$ cat src/hdl/cln_pkg.sv
// ----------------------------------------------------------------------------
// cln_pkg
// Shared types and constants of the column l2 normalizer.
// ----------------------------------------------------------------------------
package cln_pkg;

	localparam int COL_W   = 6;
	localparam int VALUE_W = 32;
	localparam int SUM_W   = 64;
	localparam int NORM_W  = 32;
	localparam int CFG_W   = 7;
	localparam int FRAC_SHIFT = 30;

	localparam logic ACT_ACCUM = 1'b0;
	localparam logic ACT_NORM  = 1'b1;
	localparam logic KIND_NORM = 1'b0;
	localparam logic KIND_ELEM = 1'b1;

	localparam logic [CFG_W-1:0] CFG_RESET = 7'd64;

	typedef enum logic [9:0] {
		S_IDLE     = 10'b0000000001,
		S_ACC_MUL  = 10'b0000000010,
		S_ACC_WR   = 10'b0000000100,
		S_SW_RD    = 10'b0000001000,
		S_SW_START = 10'b0000010000,
		S_SW_WAIT  = 10'b0000100000,
		S_SW_OUT   = 10'b0001000000,
		S_DV_CHK   = 10'b0010000000,
		S_DV_WAIT  = 10'b0100000000,
		S_DV_OUT   = 10'b1000000000
	} cln_state_t;

	typedef struct packed {
		logic busy;
		logic done;
	} cln_unit_stat_t;

endpackage

$ cat src/hdl/cln_sqrt.sv
// ----------------------------------------------------------------------------
// cln_sqrt
// Iterative floor square root of a 64-bit sum, two radicand bits per cycle.
// ----------------------------------------------------------------------------
module cln_sqrt
	import cln_pkg::*;
(
	input  logic                clk,
	input  logic                arst_n,
	input  logic                start,
	input  logic [SUM_W-1:0]    radicand,
	output cln_unit_stat_t      stat,
	output logic [NORM_W-1:0]   root
);

	logic [SUM_W-1:0]  rad_q;
	logic [35:0]       rem_q;
	logic [NORM_W-1:0] root_q;
	logic [4:0]        cnt_q;
	logic              busy_q;
	logic              done_q;
	logic [35:0]       rem_n;
	logic [35:0]       trial;
	logic              ge;

	assign rem_n = {rem_q[33:0], rad_q[SUM_W-1 -: 2]};
	assign trial = {2'b00, root_q, 2'b01};
	assign ge    = rem_n >= trial;

	always_ff @(posedge clk or negedge arst_n) begin
		if (!arst_n) begin
			busy_q <= 1'b0;
			done_q <= 1'b0;
			cnt_q  <= '0;
		end else begin
			done_q <= 1'b0;
			if (start) begin
				busy_q <= 1'b1;
				cnt_q  <= '0;
			end else if (busy_q) begin
				cnt_q <= cnt_q + 5'd1;
				if (cnt_q == 5'd31) begin
					busy_q <= 1'b0;
					done_q <= 1'b1;
				end
			end
		end
	end

	always_ff @(posedge clk) begin
		if (start) begin
			rad_q  <= radicand;
			rem_q  <= '0;
			root_q <= '0;
		end else if (busy_q) begin
			rad_q  <= {rad_q[SUM_W-3:0], 2'b00};
			rem_q  <= ge ? (rem_n - trial) : rem_n;
			root_q <= {root_q[NORM_W-2:0], ge};
		end
	end

	assign stat = '{busy: busy_q, done: done_q};
	assign root = root_q;

endmodule

$ cat config.mk
export PLATFORM = sky130hd
export DESIGN_NAME = cln_sqrt
export DESIGN_NICKNAME = d
export VERILOG_FILES = /design/src/hdl/cln_pkg.sv /design/src/hdl/cln_sqrt.sv
export SDC_FILE = /design/constraint.sdc
export NUM_CORES = 1
export LEC_CHECK = 0
export ABC_AREA = 1
export BUFFER_PORTS_ARGS = -buffer_cell sky130_fd_sc_hd__clkbuf_2
export CAP_MARGIN = 0
export CORE_ASPECT_RATIO = 0.7
export CORE_MARGIN = 2
export CORE_UTILIZATION = 45
export CTS_BUF_LIST = sky130_fd_sc_hd__clkbuf_16
export CTS_CLUSTER_SIZE = 8
export DETAILED_ROUTE_END_ITERATION = 10
export PLACE_DENSITY = 0.7
export SETUP_SLACK_MARGIN = 0.02
export SYNTH_ARGS = -nofsm -noshare
export SYNTH_HDL_FRONTEND = slang
export SYNTH_SLANG_ARGS = --single-unit
$ cat constraint.sdc
create_clock -name clk -period 3 [get_ports clk]
set_clock_uncertainty 0.05 [all_clocks]
set_input_delay 0.45 -clock clk [delete_from_list [all_inputs] [get_ports clk]]
set_output_delay 0.45 -clock clk [all_outputs]
set_load 0.05 [all_outputs]
== Word-level counts from Yosys, hierarchy flattened ==
Cells that the tools add are included.
Word-level totals
  flip-flop bits (word level): 137
  logic and storage cells: 22
Operators by class
  reduce and logical (&&, ||, !) cells: 1
  $add $sub $neg: 2
  mux-type cells: 11
  eq/ne operators: 1
  $lt $le $gt $ge: 1
Operators by type and width (count)
  two-way mux 64 bit: 2
  greater-or-equal comparator 36 x 34 -> 1 bit: 1
  two-way mux 34 bit: 1
  subtractor 34 bit: 1
  two-way mux 5 bit: 2
  two-way mux 1 bit: 6
  adder 5 x 1 -> 5 bit (second input constant): 1
  equality test 5 bit (second input constant): 1
  nonzero test 2 bit: 1

== Logic depth before layout (Yosys ltp) ==
  depth in word-level cells: 4
  mapped depth: 17
  mapped depth without buffers: 17

== Least setup slack after synthesis ==
No wires, ideal clock.
  kind: input to register
  from: input start
  to: register rad_q[0], enable pin
  arrival time: 2830 ps
  setup time: 454 ps
  stages: 4
  slack: -334 ps
  cells stage by stage: clkbuf_1 -> nor2_1 -> clkinv_1 -> clkbuf_1
Between the ends
  word-level cells in the longest chain between the ends: 1
RTL lines
  start: declaration: line cln_sqrt.sv:10  | input logic start,
  nonzero test 2 bit (no line)
  end signal: assignment: line cln_sqrt.sv:52  | rad_q <= radicand;
  end signal: assignment: line cln_sqrt.sv:56  | rad_q <= {rad_q[SUM_W-3:0], 2'b00};
  end: declaration: line cln_sqrt.sv:16  | logic [SUM_W-1:0] rad_q;
Every way passes these cells.
A chain may end at the register's enable or synchronous reset.

== Worst setup path after layout ==
  from: register root_q[6] (netlist: root[6])
  to: register rem_q[31]
Between the ends
  word-level cells in the longest chain between the ends: 2
  elaborated cells between the ends (all ways): 3
RTL lines
  start: declaration: line cln_sqrt.sv:18  | logic [NORM_W-1:0] root_q;
  start signal: assignment: line cln_sqrt.sv:58  | root_q <= {root_q[NORM_W-2:0], ge};
  subtractor 34 bit or greater-or-equal comparator 36 x 34 -> 1 bit (tied branches): line cln_sqrt.sv:57, cln_sqrt.sv:28
  two-way mux 34 bit (*): line cln_sqrt.sv:57  | rem_q <= ge ? (rem_n - trial) : rem_n;
  end signal: assignment: line cln_sqrt.sv:57
  end: declaration: line cln_sqrt.sv:17  | logic [35:0] rem_q;
Every way passes the cells marked *; elsewhere a longest branch is shown, timed or not.

==> flow_summary_export.csv <==
group,metric,value,unit
synth,synth.avg_cell_area,6.997,um2
synth,ys_warn_count,0,
sta,slew_viol_final,0,
clock_network,cts_buffer_depth,2,
floorplanning,core_area,18060,um2
setup_path,crit_path_max_fanout,23,
sta,fmax,0.3846,GHz
power_and_ir_drop,p_leak,5.106,nW
synth,asyncSetResetFlopFracSynth,5.109,%
cells_and_area,mostFrequentLayoutCells,"nand2_1 (559), inv_1 (150), clkbuf_2 (100)",
job,cap_violations,0,
setup_path,crit_top_cell,"nand2_1",
setup_path,slowest_stage,"ha_1",
clock_network,clk_latency,0.44,ns
power_and_ir_drop,ir_drop,0.4481,mV
synth,synth_ff_type,"dfxtp_1",
sta,finalSetupTns,0,ns
global_routing,grt_max_degree,50,
global_routing,grt.overflow.total,0,
sta,layout_setup_ws,0.4001,ns
placement,dp_slack,0.4836,ns
clock_network,path_clk_slew,0.07,ns
floorplanning,ios,101,
synth,synth-edff-count,64,
outcome,status,"complete, no violations",
setup_path,end_kind,"flop",
sta,finalCriticalPeriod,2.600,ns
clock_network,cts_resized,0,
cells_and_area,finalNonFillerCells,1531,
sta,min_period_over_period,86.66,%
routing,drtAntennaViolNets,0,
clock_network,cts_sinks,137,
clock_network,cts_root_buf,"clkbuf_16",
routing,drc_errors,0,
routing,drt-total-wl,22200,um
setup_path,critPathMaxStageDelay,0.37,ns
cells_and_area,area_growth,15.72,%
placement,io_buffers,100,
setup_path,crit_path_start_kind,"flop",
synth,postSynthCellCount,1191,
synth,synth.distinct_cells,35,
routing,routedWlPerCell,14.50,um
hold_path,hold_class,"in -> reg",
cells_and_area,drive_gt1_share,14.44,%
sta,setup_viol,0,
floorplanning,die_y,117.9,um
routing,via_per_inst,4.977,
cells_and_area,diodes,0,
floorplanning,initial_core_util,46.15,%
global_routing,track_usage,23.26,%
floorplanning,die-area,19640,um2
setup_path,crit_arrival,2.88,ns
synth,ys_seq_area_share,41.02,%
synth,ys_seq_elements,137,
global_routing,grt_pass1_wl,36700,um
placement,gp_congestion,0.9585,
power_and_ir_drop,p_per_area,1045,nW/um2
routing,vias,7620,
sta,max-slew-margin-rel,56.54,%
routing,drt-pass1-iter-count,5,
clock_network,cts_buffers,17,
floorplanning,num_rows,41,
sta,rsz0062_at_grt,"no",
placement,place_hpwl,16200,um
placement,dp.cells,1498,
global_routing,grt_pass1_vias,7097,
routing,drt_iter0_drc,724,
synth,syn_nets,1294,
floorplanning,fp.dieW,166.6,um
synth,syn-cell-area,8333,um2
cells_and_area,nets,1385,
clock_network,htree_levels,4,
setup_path,required,3.28,ns
sta,tightest_slew,0.6512,ns
sta,hold_viol,0,
cells_and_area,final_common_cell,"nand2_1",
setup_path,cp_cell_sequence,"inv_1 -> ha_1 -> nand2_1 -> nor2_2 -> nand2_1 -> nor2_1 -> nand2_1 -> a21oi_2 -> nor2_2 -> nand2_4 -> buf_4 -> nand3_1 -> nand2_1 -> nand2_1",
global_routing,antenna_found_initial,0,
setup_path,crit_type,"reg -> reg",
clock_network,cts_tree,"yes",
state kept, by name (all words and copies together) (netlist names):
signal,count
rem_q,34
root,32
rad_q,64
busy_q,1
cnt_q,5
done_q,1
what timing repair did:
item / CTS / global route
endpoints found under the setup margin: 0 / 0
hold buffers: 1 / 0
buffers inserted: 0 / 0
hold endpoints to repair: 7 / 0
critical path, delay by kind of cell, from the launching register on:
| kind | cells | cell delay (ns) |
|---|---|---|
| buffers and inverters | 2 | 0.35 |
| DFF | 1 | 0.34 |
| adders and majority gates | 1 | 0.37 |
| and+or+nand+nor | 10 | 1.23 |
| AOI/OAI and AO/OA | 1 | 0.13 |
metrics by stage:
step	util, %	hold slack [ns]	power (mW)	instance area [um2]
after floorplan	-	0.1044	6.510	8334
after global placement	49.89	0.2478	7.684	9009
after detailed placement	49.89	0.2456	7.704	9009
after CTS	53.40	0.2065	10.01	9643
after global routing	53.40	0.2225	10.95	9643
final	53.40	0.2159	10.07	9643
power breakdown:
| part | internal, mW | leakage (nW) | switching (mW) |
|---|---|---|---|
| Combinational | 1.79 | 3.47 | 3.59 |
| Sequential | 2.25 | 1.34 | 0.183 |
| Clock | 1.28 | 0.300 | 0.980 |
synth_stat cells (all sizes together) (8+ instances only):
master	number	area [um2]
clkbuf	25	93.84
ha	36	450.4
xor2	8	70.07
nor2	72	307.8
inv	152	570.5
nand3b	17	180.2
edfxtp	64	1922
dfxtp	66	1321
o21ai	10	50.05
nand2	567	2153
nand3	61	352.8
o22ai	31	193.9
a21oi	26	133.9
nand4	10	62.56
buf	14	120.1
final timing paths:
check	start	endpoint	slack, ns	depth (start not counted)
max	root[6]$_SDFFE_PP0P_	rem_q[31]$_SDFFE_PP0P_	0.40	14
min	radicand[1]	rad_q[1]$_SDFFCE_PN0P_	0.22	3
max reg2reg	root[6]$_SDFFE_PP0P_	rem_q[31]$_SDFFE_PP0P_	0.40	14
min reg2reg	rem_q[32]$_SDFFE_PP0P_	rem_q[32]$_SDFFE_PP0P_	0.40	2
max in group asynchronous	arst_n	cnt_q[4]$_DFFE_PN0P_	2.40	2
min in group asynchronous	arst_n	done_q$_DFF_PN0_	0.33	2
logic make-up after synthesis:
family / synth area share [%]
fa+ha+maj: 5.405
xor+xnor: 1.577
flops: 41.02
compound gates: 5.270
buf+inv: 9.459
simple gates: 37.27
layout make-up:
cell class                 count  area [um2]
clock buffer                  17       425.4
fill                        1802        8414
clock inverter                15       198.9
inverter                     153       575.6
timing repair buffer         111       598.1
sequential                   137        3418
multi-input combinational    862        4131
tap                          236       295.3
layer usage:
metal  wire (um)  track usage, %  part of all wire, %
met2        8681           31.79                   39
met3        1463           4.237                  6.6
met5           0               0                    0
met1       11820           36.74                   53
met4         235           6.681                  1.1
Note: power is estimated with default switching activity, not from simulation.
