$ cat config.mk
export PLATFORM = sky130hd
export DESIGN_NAME = cln_div
export DESIGN_NICKNAME = d
export VERILOG_FILES = /design/src/hdl/cln_pkg.sv /design/src/hdl/cln_div.sv
export SDC_FILE = /design/constraint.sdc
export NUM_CORES = 1
export LEC_CHECK = 0
export ABC_AREA = 0
export BUFFER_PORTS_ARGS = -buffer_cell sky130_fd_sc_hd__buf_4
export CAP_MARGIN = 5
export CORE_AREA = 2 2 129 131
export CTS_CLUSTER_SIZE = 40
export DETAILED_ROUTE_END_ITERATION = 16
export DIE_AREA = 0 0 131 133
export GPL_TIMING_DRIVEN = 0
export PLACE_DENSITY = 0.8
export SKIP_CTS_REPAIR_TIMING = 1
export SLEW_MARGIN = 20
export SYNTH_ARGS = -nofsm -noshare
export SYNTH_HDL_FRONTEND = slang
export SYNTH_SLANG_ARGS = --single-unit
$ cat constraint.sdc
create_clock -name clk -period 9.95 [get_ports clk]
set_clock_uncertainty 0.05 [all_clocks]
set_input_delay 0 -clock clk [delete_from_list [all_inputs] [get_ports clk]]
set_output_delay 0 -clock clk [all_outputs]
set_load 0.01 [all_outputs]
$ cat src/hdl/cln_pkg.sv
// ----------------------------------------------------------------------------
// cln_pkg
// Shared types and constants of the column l2 normalizer.
// ----------------------------------------------------------------------------
package cln_pkg;

	localparam int COL_W   = 6;
	localparam int VALUE_W = 32;
	localparam int SUM_W   = 64;
	localparam int NORM_W  = 32;
	localparam int CFG_W   = 7;
	localparam int FRAC_SHIFT = 30;

	localparam logic ACT_ACCUM = 1'b0;
	localparam logic ACT_NORM  = 1'b1;
	localparam logic KIND_NORM = 1'b0;
	localparam logic KIND_ELEM = 1'b1;

	localparam logic [CFG_W-1:0] CFG_RESET = 7'd64;

	typedef enum logic [9:0] {
		S_IDLE     = 10'b0000000001,
		S_ACC_MUL  = 10'b0000000010,
		S_ACC_WR   = 10'b0000000100,
		S_SW_RD    = 10'b0000001000,
		S_SW_START = 10'b0000010000,
		S_SW_WAIT  = 10'b0000100000,
		S_SW_OUT   = 10'b0001000000,
		S_DV_CHK   = 10'b0010000000,
		S_DV_WAIT  = 10'b0100000000,
		S_DV_OUT   = 10'b1000000000
	} cln_state_t;

	typedef struct packed {
		logic busy;
		logic done;
	} cln_unit_stat_t;

endpackage

$ cat src/hdl/cln_div.sv
// ----------------------------------------------------------------------------
// cln_div
// Radix-4 restoring divider: 64-bit dividend by 32-bit divisor, 32-bit quotient.
// ----------------------------------------------------------------------------
module cln_div
	import cln_pkg::*;
(
	input  logic                clk,
	input  logic                arst_n,
	input  logic                start,
	input  logic [SUM_W-1:0]    dividend,
	input  logic [NORM_W-1:0]   divisor,
	output cln_unit_stat_t      stat,
	output logic [VALUE_W-1:0]  quotient
);

	// The caller guarantees that the upper dividend half is below the divisor.
	logic [NORM_W-1:0]  d_q;
	logic [NORM_W-1:0]  r_q;
	logic [31:0]        lo_q;
	logic [VALUE_W-1:0] q_q;
	logic [3:0]         cnt_q;
	logic               busy_q;
	logic               done_q;
	logic [NORM_W:0]    r2_a;
	logic [NORM_W:0]    r2_b;
	logic [NORM_W-1:0]  r_a;
	logic [NORM_W-1:0]  r_b;
	logic               ge_a;
	logic               ge_b;

	always_comb begin
		r2_a = {r_q, lo_q[31]};
		ge_a = r2_a >= {1'b0, d_q};
		r_a  = ge_a ? NORM_W'(r2_a - {1'b0, d_q}) : r2_a[NORM_W-1:0];
		r2_b = {r_a, lo_q[30]};
		ge_b = r2_b >= {1'b0, d_q};
		r_b  = ge_b ? NORM_W'(r2_b - {1'b0, d_q}) : r2_b[NORM_W-1:0];
	end

	always_ff @(posedge clk or negedge arst_n) begin
		if (!arst_n) begin
			busy_q <= 1'b0;
			done_q <= 1'b0;
			cnt_q  <= '0;
		end else begin
			done_q <= 1'b0;
			if (start) begin
				busy_q <= 1'b1;
				cnt_q  <= '0;
			end else if (busy_q) begin
				cnt_q <= cnt_q + 4'd1;
				if (cnt_q == 4'd15) begin
					busy_q <= 1'b0;
					done_q <= 1'b1;
				end
			end
		end
	end

	always_ff @(posedge clk) begin
		if (start) begin
			d_q  <= divisor;
			r_q  <= dividend[SUM_W-1:32];
			lo_q <= dividend[31:0];
			q_q  <= '0;
		end else if (busy_q) begin
			r_q  <= r_b;
			lo_q <= {lo_q[29:0], 2'b00};
			q_q  <= {q_q[VALUE_W-3:0], ge_a, ge_b};
		end
	end

	assign stat     = '{busy: busy_q, done: done_q};
	assign quotient = q_q;

endmodule

Word-level counts from Yosys, hierarchy flattened
Cells that the tools add are included.
- register bits after elaboration: 134
- input bits: 99
- logic and storage cells: 28
- add/sub/neg operators: 3
- $lt $le $gt $ge: 2
- eq/ne operators: 1
- mux-type cells: 14
- reductions and logical operators: 1
- operator list (cell ; number):
    two-way mux 32 bit ; 6
    >= comparator 33 x 32 -> 1 bit ; 2
    subtractor 32 bit ; 2
    two-way mux 4 bit ; 2
    two-way mux 1 bit ; 6
    adder 4 x 1 -> 4 bit (second input constant) ; 1
    == test 4 bit (second input constant) ; 1
    nonzero test 2 bit ; 1

Depth between registers and ports, before layout
Gate-level depths: netlist of the first run.
- word-level depth: 6
- mapped depth: 25
- depth with buffers taken out: 24

Worst setup path after synthesis of the first run
Ideal clock, no wire load.
- path kind: register to register
- start point: reg r_q[24]
- end point: reg r_q[19], data pin
- library setup time: 0.260 ns
- arrival time: 5.273 ns
- required time: 9.640 ns
- setup slack: 4.367 ns
- stages on the path, launching flop included: 24
- buffers on the path: 4
- cells stage by stage: edfxtp_1 -> ha_1 -> clkbuf_1 -> nand4_1 -> nor3_1 -> and3_1 -> a41oi_1 -> a21oi_1 -> nor2_1 -> a31oi_4 -> buf_6 -> buf_2 -> mux2_1 -> ha_1 -> clkbuf_1 -> a21oi_1 -> o21ai_0 -> a211o_1 -> o31a_1 -> a41o_1 -> a311oi_2 -> o211ai_4 -> mux2_1 -> mux2_2
- longest elaborated chain between the ends: 6
- ends and longest elaborated chain (item ; RTL line ; source):
    start: declaration ; cln_div.sv:19 ; logic [NORM_W-1:0] r_q;
    start signal: assignment ; cln_div.sv:64 ; r_q <= dividend[SUM_W-1:32];
    start signal: assignment ; cln_div.sv:68 ; r_q <= r_b;
    >= comparator 33 x 32 -> 1 bit / subtractor 32 bit (equally long branches) ; cln_div.sv:34, cln_div.sv:35 ;
    two-way mux 32 bit (*) ; cln_div.sv:35 ; r_a = ge_a ? NORM_W'(r2_a - {1'b0, d_q}) : r2_a[NORM_W-1:0];
    subtractor 32 bit / >= comparator 33 x 32 -> 1 bit (equally long branches) ; cln_div.sv:38, cln_div.sv:37 ;
    two-way mux 32 bit (*) ; cln_div.sv:38 ; r_b = ge_b ? NORM_W'(r2_b - {1'b0, d_q}) : r2_b[NORM_W-1:0];
    two-way mux 32 bit (*) ; cln_div.sv:67 ; end else if (busy_q) begin
    two-way mux 32 bit (*) ; cln_div.sv:62 ; if (start) begin
Every way passes the cells marked *; elsewhere a longest branch is shown, timed or not. The select of a mux whose other input is x is not followed.
A chain may end at the register's enable or synchronous reset.

Worst setup path in the final report of the first run
- start point: reg r_q[24]
- end point: reg r_q[30], data pin
- longest elaborated chain between the ends: 6
- ends and longest elaborated chain (item ; RTL line):
    subtractor 32 bit / >= comparator 33 x 32 -> 1 bit (equally long branches) ; cln_div.sv:35, cln_div.sv:34
    two-way mux 32 bit (*) ; cln_div.sv:35
    subtractor 32 bit / >= comparator 33 x 32 -> 1 bit (equally long branches) ; cln_div.sv:38, cln_div.sv:37
    two-way mux 32 bit (*) ; cln_div.sv:38
    two-way mux 32 bit (*) ; cln_div.sv:67
    two-way mux 32 bit (*) ; cln_div.sv:62
Marked as above.

==> results_dict.tcl, run 1 <==
set metrics [dict create \
    grt_max_degree 48 \
    firstDrtPassIters 7 \
    synth-async-reset-ratio 0.0448 \
    die_area_um2 17400 \
    hp-class "input pin to register" \
    crit_path_end_kind "register" \
    hold_violations 0 \
    drc 0 \
    synth_top_cell_area_share 0.312 \
    ys.flop_type "edfxtp_1" \
    worstPathRequired_ps 10070 \
    grt_use_total 0.261 \
    post-route-period-util 0.713 \
    rsz0062_at_grt "false" \
    antenna_cells 0 \
    vias 7846 \
    ys_seq_area_frac 0.398 \
    grt_pass1_vias 7247 \
    slew_violations 0 \
    yosysUniqueCellTypes 68 \
    power.density_nw_per_um2 411 \
    worstSetupStartpointType "register" \
    leakagePower_nw 5.57 \
    ioPinCount 133 \
    die_h_um 133 \
    cts.sink_count 134 \
    clock.fmax_mhz 141 \
    worst_slew_pin_slew_ps 859 \
    final_util 0.748 \
    drt_iter0_drc 505 \
    status "finished, final reports clean" \
    worst-setup-path-type "register to register" \
    synthTopCellsByArea "edfxtp_1, ha_1, mux2i_1" \
    cpPeakStageDelay_ps 510 \
    routed_wl_um 25100 \
    die_w_um 131 \
    yosysMostFrequentCell "edfxtp_1" \
    layout-drive-gt1-share 0.207 \
    synth-warning-count 0 \
    avgSynthCellArea_um2 10.3 \
    synth_cells 896 \
    synth_edf_count 96 \
    hpwl_um 16200 \
    via_per_inst 5.69 \
    grt_pass1_wl_um 35700 \
    io_buffers 132 \
    setup_viol 0 \
    clockBufferDepth 2 \
    rows 47 \
    cts_buffers 17 \
    ir_worst_vdd_mv 0.188 \
    synthesis.area_um2 9230 \
    place.gp.congestion 0.936 \
    maxCapViolations 0 \
    clk_latency_ps 430 \
    grt_overflow_total 0 \
    synthTopCellsByCount "edfxtp_1, nor2_1, mux2i_1" \
    crit_fanout 10 \
    yosys.area.top_type "edfxtp_1" \
    crit_buf_inv 4 \
    fin_crit_ps 7090 \
    nets 1311 \
    core_area_um2 16200 \
    clk_pin_slew_worst_paths_ps 60 \
    crit_slowest_cell "a31oi_1" \
    fin_tns_setup_ps 0 \
    area_delta_synth_final_pct 31.0 \
    root_buffer "clkbuf_16" \
    wire_per_inst_um 18.2 \
    cp.arrival_ps 7210 \
    ant_nets 0 \
    cpLargestDelayFamily "compound AO/OA/AOI/OAI gates" \
    path_cells "ha_1, clkbuf_1, nand4_1, nor3_1, and3_1, a41oi_1, a21oi_1, nor2_1, a31oi_4, buf_6, buf_2, mux2_1, ha_1, a21oi_1, o21ai_0, a31oi_1, a21boi_1, o31a_1, a41o_1, a311oi_2, o211ai_4, buf_6, a2111oi_2, nor4_1" \
    cts_tree "done" \
    antenna_found_initial 0 \
    syn_nets 1062 \
    slew_headroom 0.427 \
    ys_ff_latch 134 \
    start_util 0.571 \
    htree_levels 4 \
]
through the flow:
stage               std cells  total power, mW  cell area, um2  setup WS (ps)  hold slack (ps)
finish                   1378             4.97           12100           2860             3.87
global route             1378             5.34           12100           2420             18.9
CTS                      1281             4.86           11100           2900             -696
detailed placement       1249             4.20           10500           2960             -238
global placement         1248             4.13           10500           2980             -237
floorplan                 896             3.52            9230           4370             -346
report_power, final:
part	switching (mW)	internal, mW	total [mW]
registers	0.0664	0.775	0.842
logic	1.89	1.58	3.47
clock network	0.279	0.377	0.657
layout make-up:
class	instances	area (um2)
buffer	36	168
clock buffer	18	429
clock inverter	14	165
fill	1100	4080
inverter	61	229
multi-input combinational	665	5160
sequential	134	3670
tap	220	275
timing repair buffer	230	1990
state kept, by name (all words and copies together), names as in the netlist:
| signal | flops |
|---|---|
| d_q | 32 |
| done_q | 1 |
| quotient | 32 |
| r_q | 32 |
| cnt_q | 4 |
| lo_q | 32 |
| busy_q | 1 |
cells by family after synthesis:
group,synth area share
and+or+nand+nor,0.102
AOI/OAI and AO/OA,0.145
muxes,0.164
DFF,0.398
buffers and inverters,0.0430
adders and majority gates,0.0925
xor gates and xnor gates,0.0560
metal layers:
| metal | track usage | vias up | routed length [um] |
|---|---|---|---|
| li1 | - | 3779 | - |
| met3 | 0.0514 | 49 | 1470 |
| met5 | 0 | - | 0 |
| met4 | 0.0786 | 0 | 541 |
| met1 | 0.345 | 3745 | 10800 |
| met2 | 0.432 | 273 | 12400 |
worst paths after layout:
path	from	to	slack, ps	cells after the start
min in group asynchronous	arst_n	busy_q$_DFF_PN0_	500	3
hold / removal	dividend[62]	r_q[30]$_DFFE_PP_	4	3
max in group asynchronous	arst_n	cnt_q[0]$_DFFE_PN0P_	9140	3
setup reg to reg	r_q[24]$_DFFE_PP_	r_q[30]$_DFFE_PP_	2860	24
setup / recovery	r_q[24]$_DFFE_PP_	r_q[30]$_DFFE_PP_	2860	24
hold reg to reg	quotient[30]$_SDFFE_PP0P_	quotient[30]$_SDFFE_PP0P_	460	2
worst min-delay path, cell delays in order:
cell and delay (ps):
buf_4 110, nor2b_1 120, nor4_1 80
cells in the final DEF (no fill, tap or decap), types with 4 or more instances in the layout:
cell type,count
or2_2,4
mux2i_1,74
o21ai_1,8
ha_1,65
edfxtp_1,96
dfxtp_1,32
nand2_1,42
o21a_1,9
xnor2_1,36
dlygate4sd3_1,97
mux2_2,51
nor2b_1,7
buf_4,136
o21ai_0,32
and3_1,7
nor3_1,14
a211oi_1,6
nor2_1,82
mux2_1,16
clkbuf_16,17
a21oi_1,59
o31a_1,4
buf_1,5
dfrtp_1,6
nand2b_1,7
a31oi_1,5
and2_1,9
a21o_1,31
inv_6,7
nand4_1,7
xor2_1,23
inv_1,61
nand3_1,12
clkbuf_1,24
No activity file was read; power rests on OpenSTA's default activity.
==> run 2: changes to the inputs <==
CORE_AREA = 2 2 135 137   (was 2 2 129 131)
DIE_AREA = 0 0 137 139   (was 0 0 131 133)
PLACE_DENSITY = 0.77   (was 0.8)
clock period = 6.2 ns   (was 9.95 ns; I/O delays follow)
==> run 2 against run 1 <==
Against the previous run:
- core utilization is 4.2 points lower
- critical path depth shrank 4
- register-to-register slack lost 2800 ps
- via count rose by 0.17%
- first-iteration DRC count down 15%
- wire length down 1.6%
- non-clock buffer count is 5 higher
- setup slack got worse by 2800 ps
- sequential share of layout area shrank 0.90 points
- critical path type unchanged
- die area is 9.3% higher
- critical endpoint is now r_q[28]$_DFFE_PP_
- sequential cell count unchanged
==> results_dict.tcl, run 2 (synthesized netlist as in run 1, its figures left out) <==
set metrics [dict create \
    antenna_cells 0 \
    final_util 0.706 \
    wire_per_inst_um 17.8 \
    setup_viol 0 \
    root_buffer "clkbuf_16" \
    cts_tree "done" \
    setup_ws_ps 20.9 \
    die_w_um 137 \
    hp-class "input pin to register" \
    hpwl_um 16200 \
    instances_no_fill 1393 \
    antenna_found_initial 0 \
    ioPinCount 133 \
    slew_violations 0 \
    hold_violations 0 \
    grt_max_degree 48 \
    firstDrtPassIters 6 \
    clk_pin_slew_worst_paths_ps 70 \
    worst_slew_pin_slew_ps 923 \
    drc 0 \
    rows 49 \
    crit_fanout 7 \
    worstSetupStartpointType "register" \
    place_inst 1258 \
    area_delta_synth_final_pct 35.0 \
    grt_pass1_vias 7256 \
    core_area_um2 17700 \
    worst_hold_slack_ps 17.6 \
    die_h_um 139 \
    maxCapViolations 0 \
    clockBufferDepth 2 \
    path_cells "ha_1, a21o_1, a311oi_2, o21ai_2, a311oi_2, a211oi_2, a21oi_4, a31o_4, mux2i_2, ha_1, nor2b_1, o31a_1, o221ai_2, a21boi_2, o31a_1, a41o_1, a311oi_4, o211ai_4, mux2_1, mux2_2" \
    status "finished, final reports clean" \
    layout-drive-gt1-share 0.246 \
    io_buffers 132 \
    nets 1317 \
    routed_wl_um 24700 \
    vias 7859 \
    fin_crit_ps 6180 \
    start_util 0.523 \
    final_common_cell "buf_4" \
    htree_levels 4 \
    drt_iter0_drc 427 \
    layout_common_cells "buf_4, dlygate4sd3_1, edfxtp_1, nor2_1, mux2i_1" \
    clock.fmax_mhz 162 \
    worst-setup-path-type "register to register" \
    place_ws_ps -714 \
    crit_path_end_kind "register" \
    die_area_um2 19000 \
    post-route-period-util 0.997 \
    grt_overflow_total 0 \
    min_from "start" \
    worstPathRequired_ps 6330 \
    via_per_inst 5.64 \
    clk_latency_ps 430 \
    r2r-start "r_q[9]$_DFFE_PP_" \
    rsz0062_at_grt "true" \
    cp.arrival_ps 6310 \
    cts.sink_count 134 \
    slew_headroom 0.385 \
    grt_use_total 0.236 \
    crit_slowest_cell "mux2_1" \
    grt_pass1_wl_um 35500 \
    ant_nets 0 \
    place.gp.congestion 0.937 \
    cpPeakStageDelay_ps 410 \
    cts_buffers 17 \
    crit_start "r_q[9]$_DFFE_PP_" \
]
==> run 2: critical path, delay by kind of cell, from the launching register on <==
| kind | cells | cell delay, ps |
|---|---|---|
| AO/OA/AOI/OAI | 14 | 3660 |
| adder cells (fa/ha/maj) | 2 | 650 |
| AND/OR/NAND/NOR | 1 | 150 |
| flip-flops | 1 | 400 |
| multiplexers | 3 | 1030 |
==> run 2: layout make-up <==
class                           count  area [um2]
Clock inverter                     15         179
Tap cell                          229         287
Inverter                           61         229
Sequential cell                   134        3670
Clock buffer                       17         425
Timing Repair Buffer              241        2090
Buffer                             30         173
Fill cell                        1279        5200
Multi-Input combinational cell    666        5400
==> run 2: routing by layer <==
metal  up-vias  GRT usage  part of all wire
met5         -          0                 0
met2       211      0.395              0.50
li1       3787          -                 -
met3        43     0.0658             0.051
met4         0     0.0738             0.023
met1      3818      0.292              0.43
==> run 2: worst paths after layout <==
check	endpoint	slack [ps]	cells past startpoint
worst min register to register	quotient[30]$_SDFFE_PP0P_	470	2
worst min-delay path	d_q[15]$_DFFE_PP_	20	1
worst max-delay path	r_q[28]$_DFFE_PP_	20	20
min in group asynchronous	done_q$_DFF_PN0_	490	3
max in group asynchronous	cnt_q[2]$_DFFE_PN0P_	5390	3
worst max register to register	r_q[28]$_DFFE_PP_	20	20
==> run 2: through the flow <==
stage                     instance area [um2]  setup TNS, ps
after floorplan                          9230              0
after global placement                  10500         -20890
after detailed placement                10500         -20470
after CTS                               11100         -22410
after global routing                    12500          -1300
final                                   12500              0
Power of run 2 is left out: the tool's default activity adds up to more than one toggle a clock period on the data nets, which glitch-free logic cannot reach.
